--- src/rtl/ptts_pkg.sv ---
`default_nettype none
package ptts_pkg;

  localparam int CTR_W        = 15;
  localparam int ID_W         = 8;
  localparam int CAP_W        = 5;
  localparam int NFIRE_W      = 5;
  localparam int RESULT_LIMIT = 16;

  localparam logic [1:0] CMD_TICK    = 2'd0;
  localparam logic [1:0] CMD_START   = 2'd1;
  localparam logic [1:0] CMD_RESTART = 2'd2;

  localparam logic             REG_CAPACITY = 1'b0;
  localparam logic [CAP_W-1:0] CAP_RESET    = 5'd16;

  typedef struct packed {
    logic [ID_W-1:0]  id;
    logic [CTR_W-1:0] ivl;
  } entry_t;

  typedef struct packed {
    logic             last;
    logic             empty;
    logic             nonempty;
    logic             status;
    logic [CTR_W-1:0] ivl;
    logic [ID_W-1:0]  id;
    logic             fired;
  } res_t;

  typedef struct packed {
    logic             start;
    logic [CTR_W-1:0] dividend;
    logic [CTR_W-1:0] divisor;
  } div_req_t;

endpackage
`default_nettype wire

--- src/rtl/ptts_div.sv ---
`default_nettype none
module ptts_div
  import ptts_pkg::*;
(
  input  wire logic             clk,
  input  wire logic             rst_n,
  input  wire div_req_t         req,
  output logic                  done,
  output logic [CTR_W-1:0]      rem
);

  logic [CTR_W-1:0] rem_r, rem_nxt;
  logic [CTR_W-1:0] dvd_r, dvd_nxt;
  logic [CTR_W-1:0] dsr_r, dsr_nxt;
  logic [3:0]       cnt_r, cnt_nxt;
  logic             busy_r, busy_nxt;
  logic             done_r, done_nxt;
  logic [CTR_W:0]   trial;

  // Restoring remainder, one dividend bit per cycle.
  assign trial = {rem_r, dvd_r[CTR_W-1]};

  always_comb begin
    rem_nxt  = rem_r;
    dvd_nxt  = dvd_r;
    dsr_nxt  = dsr_r;
    cnt_nxt  = cnt_r;
    busy_nxt = busy_r;
    done_nxt = 1'b0;
    if (req.start) begin
      rem_nxt  = '0;
      dvd_nxt  = req.dividend;
      dsr_nxt  = req.divisor;
      cnt_nxt  = 4'(CTR_W - 1);
      busy_nxt = 1'b1;
    end else if (busy_r) begin
      // The remainder stays below the divisor, so it always fits in CTR_W bits.
      rem_nxt = (trial >= {1'b0, dsr_r}) ? CTR_W'(trial - {1'b0, dsr_r})
                                         : trial[CTR_W-1:0];
      dvd_nxt = {dvd_r[CTR_W-2:0], 1'b0};
      cnt_nxt = cnt_r - 4'd1;
      if (cnt_r == 4'd0) begin
        busy_nxt = 1'b0;
        done_nxt = 1'b1;
      end
    end
  end

  always_ff @(posedge clk) begin
    if (!rst_n) begin
      busy_r <= 1'b0;
      done_r <= 1'b0;
    end else begin
      busy_r <= busy_nxt;
      done_r <= done_nxt;
    end
    rem_r <= rem_nxt;
    dvd_r <= dvd_nxt;
    dsr_r <= dsr_nxt;
    cnt_r <= cnt_nxt;
  end

  assign done = done_r;
  assign rem  = rem_r;

endmodule
`default_nettype wire

--- src/rtl/ptts_table.sv ---
`default_nettype none
module ptts_table
  import ptts_pkg::*;
#(
  parameter int MAX_TASKS = 16,
  parameter int AW        = 4
) (
  input  wire logic          clk,
  input  wire logic          wr_en,
  input  wire logic [AW-1:0] wr_addr,
  input  wire entry_t        wr_data,
  input  wire logic [AW-1:0] rd_addr,
  output entry_t             rd_data
);

  entry_t mem [MAX_TASKS];
  entry_t rd_data_r;

  always_ff @(posedge clk) begin
    if (wr_en) begin
      mem[wr_addr] <= wr_data;
    end
    rd_data_r <= mem[rd_addr];
  end

  assign rd_data = rd_data_r;

endmodule
`default_nettype wire

--- src/rtl/periodic_task_table_scheduler.sv ---
// Channel  Direction  Handshake              Payload
// in_      slave      in_tvalid / in_tready  tuser: command; tdata: task_id, amount
// out_     master     out_tvalid / out_tready tuser: fired; tdata: result fields; tlast
// cfg_     APB slave  psel, penable, pready  capacity register at byte address 0
//
// One item is worked on at a time; in_tready is high only while the sequencer is idle.
// A tick reads and checks each table entry; an entry with a nonzero interval then takes
// the 15-step remainder in the shared divider, an entry that fires takes a fire step,
// and the tick is set up before the scan and closed after it.
// A start or restart reads and checks entries until it finds the id, and a removal
// then moves each later entry down by one slot with a read and a write.
// Reset (rst_n low, synchronous) empties the table, zeroes the counter, sets capacity 16.
// A stalled out_tready holds the sequencer at the point where it must emit a result.
`default_nettype none
module periodic_task_table_scheduler
  import ptts_pkg::*;
#(
  parameter int MAX_TASKS = 16
) (
  input  wire logic        clk,
  input  wire logic        rst_n,
  // in_tuser: command[1:0]
  input  wire logic [1:0]  in_tuser,
  // in_tdata: task_id[7:0], amount[23:8]
  input  wire logic [23:0] in_tdata,
  input  wire logic        in_tvalid,
  output logic             in_tready,
  // out_tuser: fired[0]
  output logic [0:0]       out_tuser,
  // out_tdata: fired_id[7:0], fired_interval[22:8], status[23],
  // became_nonempty[24], became_empty[25], zeros above
  output logic [31:0]      out_tdata,
  output logic             out_tlast,
  output logic             out_tvalid,
  input  wire logic        out_tready,
  input  wire logic        cfg_psel,
  input  wire logic        cfg_penable,
  input  wire logic        cfg_pwrite,
  input  wire logic [2:0]  cfg_paddr,
  input  wire logic [31:0] cfg_pwdata,
  output logic [31:0]      cfg_prdata,
  output logic             cfg_pready
);

  localparam int AW   = (MAX_TASKS > 1) ? $clog2(MAX_TASKS) : 1;
  localparam int CW   = $clog2(MAX_TASKS + 1);
  localparam int CMPW = (CW > CAP_W) ? CW : CAP_W;

  localparam logic [3:0] S_IDLE  = 4'd0;
  localparam logic [3:0] S_TPREP = 4'd1;
  localparam logic [3:0] S_TRD   = 4'd2;
  localparam logic [3:0] S_TCHK  = 4'd3;
  localparam logic [3:0] S_TDIV  = 4'd4;
  localparam logic [3:0] S_TFIRE = 4'd5;
  localparam logic [3:0] S_TEND  = 4'd6;
  localparam logic [3:0] S_FRD   = 4'd7;
  localparam logic [3:0] S_FCHK  = 4'd8;
  localparam logic [3:0] S_NEW   = 4'd9;
  localparam logic [3:0] S_RRD   = 4'd10;
  localparam logic [3:0] S_RWR   = 4'd11;
  localparam logic [3:0] S_RES   = 4'd12;

  logic [3:0]         state_r, state_nxt;
  logic [1:0]         cmd_r, cmd_nxt;
  logic [ID_W-1:0]    id_r, id_nxt;
  logic [15:0]        amt_r, amt_nxt;
  logic [CW-1:0]      idx_r, idx_nxt;
  logic [CW-1:0]      count_r, count_nxt;
  logic [CTR_W-1:0]   ctr_r, ctr_nxt;
  logic [CTR_W-1:0]   next_r, next_nxt;
  logic [CTR_W-1:0]   hi_r, hi_nxt;
  logic [CTR_W-1:0]   diff_r, diff_nxt;
  logic [CAP_W-1:0]   cap_r, cap_nxt;
  logic [NFIRE_W-1:0] nfire_r, nfire_nxt;
  logic               pend_v_r, pend_v_nxt;
  entry_t             pend_r, pend_nxt;
  entry_t             cur_r, cur_nxt;
  logic               rs_status_r, rs_status_nxt;
  logic               rs_ne_r, rs_ne_nxt;
  logic               rs_em_r, rs_em_nxt;
  logic               out_v_r, out_v_nxt;
  res_t               out_r, out_nxt;

  logic               out_free;
  logic               in_xfer;
  logic [CW-1:0]      idx_inc;
  logic               full;
  logic [CMPW-1:0]    cap_ext, max_ext, usable;
  logic               wr_en;
  logic [AW-1:0]      wr_addr;
  entry_t             wr_data;
  logic [AW-1:0]      rd_addr;
  entry_t             rd_data;
  div_req_t           div_req;
  logic               div_done;
  logic [CTR_W-1:0]   div_rem;

  ptts_table #(
    .MAX_TASKS (MAX_TASKS),
    .AW        (AW)
  ) u_table (
    .clk     (clk),
    .wr_en   (wr_en),
    .wr_addr (wr_addr),
    .wr_data (wr_data),
    .rd_addr (rd_addr),
    .rd_data (rd_data)
  );

  ptts_div u_div (
    .clk   (clk),
    .rst_n (rst_n),
    .req   (div_req),
    .done  (div_done),
    .rem   (div_rem)
  );

  assign out_free  = !out_v_r || out_tready;
  assign in_tready = (state_r == S_IDLE);
  assign in_xfer   = in_tvalid && in_tready;
  assign idx_inc   = idx_r + 1'b1;
  assign cap_ext   = CMPW'(cap_r);
  assign max_ext   = CMPW'(MAX_TASKS);
  assign usable    = (cap_ext > max_ext) ? max_ext : cap_ext;
  assign full      = CMPW'(count_r) >= usable;

  always_comb begin
    unique case (state_r)
      S_RRD:   rd_addr = idx_inc[AW-1:0];
      default: rd_addr = idx_r[AW-1:0];
    endcase
  end

  always_comb begin
    state_nxt     = state_r;
    cmd_nxt       = cmd_r;
    id_nxt        = id_r;
    amt_nxt       = amt_r;
    idx_nxt       = idx_r;
    count_nxt     = count_r;
    ctr_nxt       = ctr_r;
    next_nxt      = next_r;
    hi_nxt        = hi_r;
    diff_nxt      = diff_r;
    nfire_nxt     = nfire_r;
    pend_v_nxt    = pend_v_r;
    pend_nxt      = pend_r;
    cur_nxt       = cur_r;
    rs_status_nxt = rs_status_r;
    rs_ne_nxt     = rs_ne_r;
    rs_em_nxt     = rs_em_r;
    out_nxt       = out_r;
    out_v_nxt     = out_tready ? 1'b0 : out_v_r;
    wr_en         = 1'b0;
    wr_addr       = idx_r[AW-1:0];
    wr_data       = '{id: id_r, ivl: amt_r[CTR_W-1:0]};
    div_req       = '{start: 1'b0, dividend: hi_r, divisor: cur_r.ivl};

    unique case (state_r)
      S_IDLE: begin
        idx_nxt       = '0;
        nfire_nxt     = '0;
        pend_v_nxt    = 1'b0;
        rs_status_nxt = 1'b0;
        rs_ne_nxt     = 1'b0;
        rs_em_nxt     = 1'b0;
        if (in_xfer) begin
          cmd_nxt  = in_tuser;
          id_nxt   = in_tdata[7:0];
          amt_nxt  = in_tdata[23:8];
          next_nxt = ctr_r + in_tdata[8 +: CTR_W];
          if (in_tuser == CMD_TICK) begin
            state_nxt = S_TPREP;
          end else if ((in_tuser != CMD_START && in_tuser != CMD_RESTART)
                       || in_tdata[7:0] == '0) begin
            rs_status_nxt = 1'b1;
            state_nxt     = S_RES;
          end else if (count_r == '0) begin
            state_nxt = S_NEW;
          end else begin
            state_nxt = S_FRD;
          end
        end
      end

      // A task fires when a multiple of its interval lies in (lo, hi],
      // that is when hi mod interval is below hi - lo.
      S_TPREP: begin
        hi_nxt    = (next_r > ctr_r) ? next_r : ctr_r;
        diff_nxt  = (next_r > ctr_r) ? next_r - ctr_r : ctr_r - next_r;
        state_nxt = (count_r == '0) ? S_TEND : S_TRD;
      end

      S_TRD: begin
        state_nxt = S_TCHK;
      end

      S_TCHK: begin
        cur_nxt = rd_data;
        if (rd_data.ivl == '0) begin
          if (idx_inc == count_r) begin
            state_nxt = S_TEND;
          end else begin
            idx_nxt   = idx_inc;
            state_nxt = S_TRD;
          end
        end else begin
          div_req   = '{start: 1'b1, dividend: hi_r, divisor: rd_data.ivl};
          state_nxt = S_TDIV;
        end
      end

      S_TDIV: begin
        if (div_done) begin
          if (div_rem < diff_r) begin
            state_nxt = S_TFIRE;
          end else if (idx_inc == count_r) begin
            state_nxt = S_TEND;
          end else begin
            idx_nxt   = idx_inc;
            state_nxt = S_TRD;
          end
        end
      end

      // The previous due task is held back until it is known whether it is the last.
      S_TFIRE: begin
        if (!pend_v_r || out_free) begin
          if (pend_v_r) begin
            out_v_nxt = 1'b1;
            out_nxt   = '{last: 1'b0, empty: 1'b0, nonempty: 1'b0, status: 1'b0,
                          ivl: pend_r.ivl, id: pend_r.id, fired: 1'b1};
          end
          pend_nxt   = cur_r;
          pend_v_nxt = 1'b1;
          nfire_nxt  = nfire_r + 1'b1;
          if (nfire_r == NFIRE_W'(RESULT_LIMIT - 1) || idx_inc == count_r) begin
            state_nxt = S_TEND;
          end else begin
            idx_nxt   = idx_inc;
            state_nxt = S_TRD;
          end
        end
      end

      S_TEND: begin
        if (out_free) begin
          out_v_nxt  = 1'b1;
          out_nxt    = '{last: 1'b1, empty: 1'b0, nonempty: 1'b0, status: 1'b0,
                         ivl: pend_v_r ? pend_r.ivl : '0,
                         id: pend_v_r ? pend_r.id : '0,
                         fired: pend_v_r};
          pend_v_nxt = 1'b0;
          ctr_nxt    = next_r;
          state_nxt  = S_IDLE;
        end
      end

      S_FRD: begin
        state_nxt = S_FCHK;
      end

      S_FCHK: begin
        if (rd_data.id == id_r) begin
          if (amt_r[15]) begin
            state_nxt = S_RRD;
          end else begin
            wr_en     = 1'b1;
            state_nxt = S_RES;
          end
        end else if (idx_inc == count_r) begin
          state_nxt = S_NEW;
        end else begin
          idx_nxt   = idx_inc;
          state_nxt = S_FRD;
        end
      end

      S_NEW: begin
        if (cmd_r == CMD_RESTART || amt_r[15] || full) begin
          rs_status_nxt = 1'b1;
        end else begin
          wr_en     = 1'b1;
          wr_addr   = count_r[AW-1:0];
          count_nxt = count_r + 1'b1;
          rs_ne_nxt = (count_r == '0);
        end
        state_nxt = S_RES;
      end

      // Removal closes the gap by moving each later entry down one slot with a read and a write, keeping table order.
      S_RRD: begin
        if (idx_inc < count_r) begin
          state_nxt = S_RWR;
        end else begin
          count_nxt = count_r - 1'b1;
          rs_em_nxt = (count_r == CW'(1));
          state_nxt = S_RES;
        end
      end

      S_RWR: begin
        wr_en     = 1'b1;
        wr_data   = rd_data;
        idx_nxt   = idx_inc;
        state_nxt = S_RRD;
      end

      S_RES: begin
        if (out_free) begin
          out_v_nxt = 1'b1;
          out_nxt   = '{last: 1'b1, empty: rs_em_r, nonempty: rs_ne_r,
                        status: rs_status_r, ivl: '0, id: '0, fired: 1'b0};
          state_nxt = S_IDLE;
        end
      end

      default: begin
        state_nxt = S_IDLE;
      end
    endcase
  end

  always_comb begin
    cap_nxt = cap_r;
    if (cfg_psel && cfg_penable && cfg_pwrite && cfg_pready
        && cfg_paddr[2] == REG_CAPACITY) begin
      cap_nxt = cfg_pwdata[CAP_W-1:0];
    end
  end

  always_ff @(posedge clk) begin
    if (!rst_n) begin
      state_r  <= S_IDLE;
      count_r  <= '0;
      ctr_r    <= '0;
      cap_r    <= CAP_RESET;
      out_v_r  <= 1'b0;
      pend_v_r <= 1'b0;
      nfire_r  <= '0;
      idx_r    <= '0;
    end else begin
      state_r  <= state_nxt;
      count_r  <= count_nxt;
      ctr_r    <= ctr_nxt;
      cap_r    <= cap_nxt;
      out_v_r  <= out_v_nxt;
      pend_v_r <= pend_v_nxt;
      nfire_r  <= nfire_nxt;
      idx_r    <= idx_nxt;
    end
    cmd_r       <= cmd_nxt;
    id_r        <= id_nxt;
    amt_r       <= amt_nxt;
    next_r      <= next_nxt;
    hi_r        <= hi_nxt;
    diff_r      <= diff_nxt;
    pend_r      <= pend_nxt;
    cur_r       <= cur_nxt;
    rs_status_r <= rs_status_nxt;
    rs_ne_r     <= rs_ne_nxt;
    rs_em_r     <= rs_em_nxt;
    out_r       <= out_nxt;
  end

  assign out_tvalid = out_v_r;
  assign out_tlast  = out_r.last;
  assign out_tuser  = out_r.fired;
  assign out_tdata  = {6'd0, out_r.empty, out_r.nonempty, out_r.status, out_r.ivl, out_r.id};

  assign cfg_pready = 1'b1;
  assign cfg_prdata = (cfg_paddr[2] == REG_CAPACITY) ? {27'd0, cap_r} : 32'd0;

endmodule
`default_nettype wire

--- config.mk ---
export PLATFORM = sky130hd
export DESIGN_NAME = periodic_task_table_scheduler
export DESIGN_NICKNAME = d
export VERILOG_FILES = /design/src/rtl/ptts_pkg.sv /design/src/rtl/ptts_div.sv /design/src/rtl/ptts_table.sv /design/src/rtl/periodic_task_table_scheduler.sv
export SDC_FILE = /design/constraint.sdc
export NUM_CORES = 1
export LEC_CHECK = 0
export BUFFER_PORTS_ARGS = -buffer_cell sky130_fd_sc_hd__buf_2
export CAP_MARGIN = 10
export CORE_MARGIN = 2
export CORE_UTILIZATION = 35
export CTS_BUF_LIST = sky130_fd_sc_hd__clkbuf_8
export CTS_CLUSTER_SIZE = 30
export DETAILED_ROUTE_END_ITERATION = 12
export PLACE_DENSITY = 0.54
export SYNTH_ARGS = -nofsm -noshare
export SYNTH_HDL_FRONTEND = slang
export SYNTH_SLANG_ARGS = --single-unit
--- constraint.sdc ---
create_clock -name clk -period 10.6 [get_ports clk]
set_input_delay 0.53 -clock clk [delete_from_list [all_inputs] [get_ports clk]]
set_output_delay 0.53 -clock clk [all_outputs]
set_load 0.03 [all_outputs]
# Word-level counts from Yosys, hierarchy flattened
# Memory sizes are Yosys's and may differ from the RTL's. A register that Yosys moved wholly into a read port is not among the register bits.
# Cells that the tools add are included.
[totals]
inputBits = 68
ram_bits = 368
elab_cells = 204
memories = 1
reg_bits = 240
output_inout_bits = 69
[mem_list]
columns = ["name", "words", "word_bits", "read_ports", "rd_ports_with_merged_regs", "wr", "line", "text"]
rows = [
  ["u_table.mem", 16, 23, 1, 1, 1, "ptts_table.sv:16", "entry_t mem [MAX_TASKS];"],
]
[classes]
n_mux = 77
bitwise = 3
eq_ne = 33
n_reduce_logical = 41
n_lt_le_gt_ge = 6
addsub = 9
[ops]
columns = ["cell", "count"]
rows = [
  ["two-way mux 28 bit", 4],
  ["two-way mux 15 bit", 6],
  ["one-hot mux 28 bit (3 select lines)", 1],
  ["two-way mux 31 bit", 2],
  ["two-way mux 5 bit", 12],
  ["two-way mux 4 bit", 12],
  ["one-hot mux 4 bit (12 select lines)", 1],
  ["subtractor 15 bit", 3],
  ["one-hot mux 5 bit (6 select lines)", 1],
  ["inequality test 2 bit, second input constant", 12],
  ["two-way mux 23 bit", 1],
  ["two-way mux 1 bit", 21],
  ["two-way mux 3 bit", 7],
  ["== test 4 bit, second input constant", 5],
  ["one-hot mux 5 bit (2 select lines)", 2],
  ["== test 4 x 3 -> 1 bit, second input constant", 4],
  ["greater-or-equal comparator 16 x 15 -> 1 bit", 1],
  ["adder 15 bit", 1],
  ["adder 5 x 1 -> 5 bit, second input constant", 3],
  ["> comparator 15 bit", 1],
  ["logical NOT 15 bit", 1],
  ["less-than comparator 15 bit", 1],
  ["AND reduction 2 bit", 7],
  ["nonzero test 2 bit", 5],
  ["other kinds (32)", 55],
]

# Longest topological paths before layout
[depth]
ltp_word = 8
mapped_depth = 12
mapped_depth_nobuf = 11

# Modules after synthesis
# Synthesis repeated with hierarchy kept, for this count alone.
[unflattened]
cells_unflattened = 1863
area_unflattened_um2 = 27929.3
[modules_own_cells]
columns = ["module", "cells_per_inst", "n_inst", "area_per_inst_um2", "seq_area_each_um2"]
rows = [
  ["ptts_table", 608, 1, 14308.7, 11511.0],
  ["periodic_task_table_scheduler", 980, 1, 10700.3, 5265.0],
  ["ptts_div", 275, 1, 2920.3, 1321.3],
]

# Worst setup path after synthesis
# OpenSTA, ideal clock, no wires.
[synth_timing]
path_kind = "register -> register"
from = "register state_r[1]"
to = "register u_div.dsr_r[0], enable pin"
synth_period_minus_slack_ns = 4.254
n_path_buf = 2
slack_ns = 6.346
setup_ns = 0.385
arrival_time_ns = 3.869
required_ns = 10.215
stages_incl_launch_ff = 7
path_cell_list = "dfxtp_1 > buf_2 > nand2_1 > nor3_1 > nand2_1 > inv_2 > buf_1"
[synth_rtl]
columns = ["element", "line", "text"]
rows = [
  ["from (decl)", "periodic_task_table_scheduler.sv:63", "logic [3:0] state_r, state_nxt;"],
  ["from (signal assigned)", "periodic_task_table_scheduler.sv:343", "state_r <= state_nxt;"],
  ["to (signal assigned)", "ptts_div.sv:59", "dsr_r <= dsr_nxt;"],
  ["to (decl)", "ptts_div.sv:14", "logic [CTR_W-1:0] dsr_r, dsr_nxt;"],
]

# Worst setup path after layout
[layout_timing]
from = "register state_r[3]"
to = "register, netlist name u_table.rd_data[12]"
[layout_between]
elab_chain_cells = 2
[layout_rtl]
columns = ["element", "line", "text"]
rows = [
  ["== test 4 bit", "periodic_task_table_scheduler.sv:128", "unique case (state_r)"],
  ["two-way mux 4 bit", "periodic_task_table_scheduler.sv:128", ""],
]
# No other way between the ends.
# A chain may end at the register's enable or synchronous reset.

==> impl_metrics.yaml <==
status:
  status: "completed"
yosys:
  ys_ff_latch: 631
  yosys_warnings: 0
  postSynthAreaPerCell_um2: 14.70
  synth-edff-count: 546
  synth_cell_type_count: 71
  syn_area_um2: 27680
  ys_seq_area_share_pct: 65.38
  ys.flop_type: "edfxtp_1"
  synth_cells: 1883
  synthArstFlopShare_pct: 0
die:
  start_util_pct: 35.21
  coreArea_um2: 78610
  placementRows: 103
  die_x_um: 285.2
  ios: 137
  fp.dieH_um: 285.2
  die-area_um2: 81350
detailed_routing:
  viasPerCell: 5.002
  wirelength_um: 64290
  vias: 15820
  drt_iter0_markers: 1197
  wl_per_cell_um: 20.33
  antenna_left: 0
  drc_errors: 0
  dr.pass1.iters: 5
power_and_ir_drop:
  ir_drop_v: 0.0001523
  power_switching_mw: 2.365
  power_density_nw_per_um2: 234.1
  p_comb_share_pct: 27.3
  power_frac_seq_pct: 45.1
  p_clk_share_pct: 27.6
  swShare_pct: 32.19
  p_leak_nw: 11.33
  internal_power_mw: 4.981
clock_tree:
  cts_num_sinks: 631
  cts_hold_repair.buffers: 13
  tritoncts: "built"
  ctsResizeCount: 0
  worst_skew_pair.late_latency_ps: 710
  path_clk_slew_ps: 60
  clockRootBuffer: "clkbuf_8"
  post_cts_buffers: 0
  cts_made_buffers: 102
  clockBufferDepth: 3
  ctsHtreeMaxLevel: 3
grt:
  grt_overflow: 0
  grt_pass1_vias: 15870
  grt_pass1_wl_um: 96880
  antenna_found_initial: 2
  grt_usage_pct: 15.67
  grt_max_degree: 93
place:
  dp_slack_ps: 6759
  place_area_um2: 29270
  dp.final_hpwl_um: 38970
  place_congestion: 0.8779
  portBuffers: 73
setup_path:
  slowest_delay_ps: 880
  path_cells: "nand2_2 -> nor2_8 -> mux2i_4 -> buf_4 -> buf_4 -> mux4_2 -> mux4_2"
  cp_max_fo: 65
  critical_path_class: "flip-flop to flip-flop"
  crit_family: "buffers and inverters"
  timing.critical_path.required_ps: 11180
  start_kind: "flip-flop"
  rrSetupSlack_ps: 6750
  worstRegToRegCells: 7
  cp-endpoint: "u_table.rd_data[12]"
  critical_path.slowest_cell: "buf_4"
  arrival_ps: 4430
  path_buf_inv: 2
  cp-end-kind: "flip-flop"
  reg2reg_to: "u_table.rd_data[12]"
  r2r-start: "state_r[3]"
  cp.depth: 7
  startpoint: "state_r[3]"
timing:
  tns_ps: 0
  final-setup-viol-count: 0
  fin_worst_skew_ps: 41.60
  slew_headroom_pct: 25.66
  setup_ws_ps: 6750
  drv_slew: 0
  period_needed_ps: 3850
  max_freq_mhz: 259.8
  rsz0062_at_grt: "no"
  finalCritPeriodShare_pct: 36.32
  finalHoldViolations: 0
  holdWs_ps: 63.45
  timing_worst_slew_pin_value_ps: 1114
cells_and_area:
  regArea_um2: 18100
  syn2layout_area_growth_pct: 13.38
  fill_cells: 7348
  nNetsFinal: 2191
  final_cell_mix: "546 x edfxtp_1, 198 x nand2_1, 125 x inv_1"
  finish.instance_area_um2: 31380
  layout_commonest_cell: "edfxtp_1"
  multiInputGateArea_um2: 8896
  drive_gt1_share_pct: 19.46
hold_path:
  min_path_type: "primary input to flip-flop"
run:
  drv_cap: 0
==> power by group through the flow <==
stage / logic [mW] / clock network (mW) / registers (mW)
2_1_floorplan: 1.56 / 0 / 3.27
3_3_place_gp: 1.98 / 0 / 3.36
3_5_place_dp: 2.01 / 0 / 3.37
4_1_cts: 2.02 / 2.10 / 3.32
5_1_grt: 2.22 / 2.20 / 3.34
6_report: 2.00 / 2.03 / 3.32
==> worst min-delay path by stage <==
stage	from	slack, ps	cells after the start	end
floorplan	cur_r[15]	400	0	pend_r[15]
global placement	cur_r[17]	410	0	pend_r[17]
detailed placement	cur_r[17]	410	0	pend_r[17]
CTS	in_tdata[16]	9	1	amt_r[8]
global route	in_tdata[20]	30	1	amt_r[12]
finish	in_tdata[13]	60	1	amt_r[5]
==> routing by layer <==
| metal | global-route usage, % | share of wire, % |
|---|---|---|
| met5 | 0 | 0 |
| met1 | 21.20 | 44 |
| met2 | 25.70 | 49 |
| met4 | 5.353 | 2.4 |
| met3 | 2.520 | 4.6 |
==> cell usage after synthesis, types with 10 or more instances <==
cell type	n	share of area, %
a21oi_1	101	1.8
dfxtp_1	85	6.1
o21ai_0	55	0.99
mux4_2	115	9.4
o21a_1	12	0.33
xnor2_1	41	1.3
nand2b_1	20	0.45
clkbuf_1	48	0.65
nand4_1	13	0.29
and2_1	31	0.70
ha_1	90	4.1
nand3_1	19	0.34
edfxtp_1	546	59
nor2b_1	18	0.41
a211oi_1	11	0.30
inv_1	90	1.2
a21o_1	26	0.71
mux2_2	25	1.0
nor2_1	87	1.2
mux2i_1	17	0.61
nand2_1	198	2.7
buf_4	42	1.1
a31oi_1	10	0.23
xor2_1	20	0.63
o21ai_1	16	0.29
nor3_1	21	0.38
==> final cells by class <==
class,count,share of cell area (%)
multi-input combinational,1083,28.35
antenna,1,0.007974
clock inverter,76,1.431
timing repair buffer,118,2.384
tap,1050,4.186
clock buffer,111,4.868
inverter,93,1.112
sequential,631,57.66
==> cell families (layout without fill, tap and decap cells) <==
kind of cell,after synthesis,count (layout),share of synthesized area [%]
adders and majority gates,94,94,4.357
DFF,631,631,65.38
xor gates and xnor gates,61,61,1.930
AOI/OAI and AO/OA,289,289,6.392
and+or+nand+nor,448,448,7.567
other,2,35,0.02713
muxes,157,157,10.99
buffers and inverters,201,398,3.358
==> flip-flops by register name, summed over array words and instances (netlist names), 2 cells and up <==
signal	count
u_div.dsr_r	15
next_r	15
nfire_r	5
u_div.cnt_r	4
idx_r	5
u_table.rd_data	23
diff_r	15
id_r	8
state_r	4
out_tdata	26
u_table.mem	368
ctr_r	15
hi_r	15
cap_ext	5
count_r	5
cur_r	23
u_div.dvd_r	15
cmd_r	2
u_div.rem	15
pend_r	23
amt_r	16
==> metrics by stage <==
| step | std cells | total power, mW | util [%] |
|---|---|---|---|
| 4_1_cts | 3162 | 7.436 | 39.92 |
| 3_3_place_gp | 2962 | 5.343 | 37.24 |
| 3_5_place_dp | 2962 | 5.375 | 37.24 |
| 5_1_grt | 3163 | 7.769 | 39.92 |
| 2_1_floorplan | 1915 | 4.832 | - |
| 6_report | 3163 | 7.346 | 39.92 |
No activity file was read; power rests on OpenSTA's default activity.
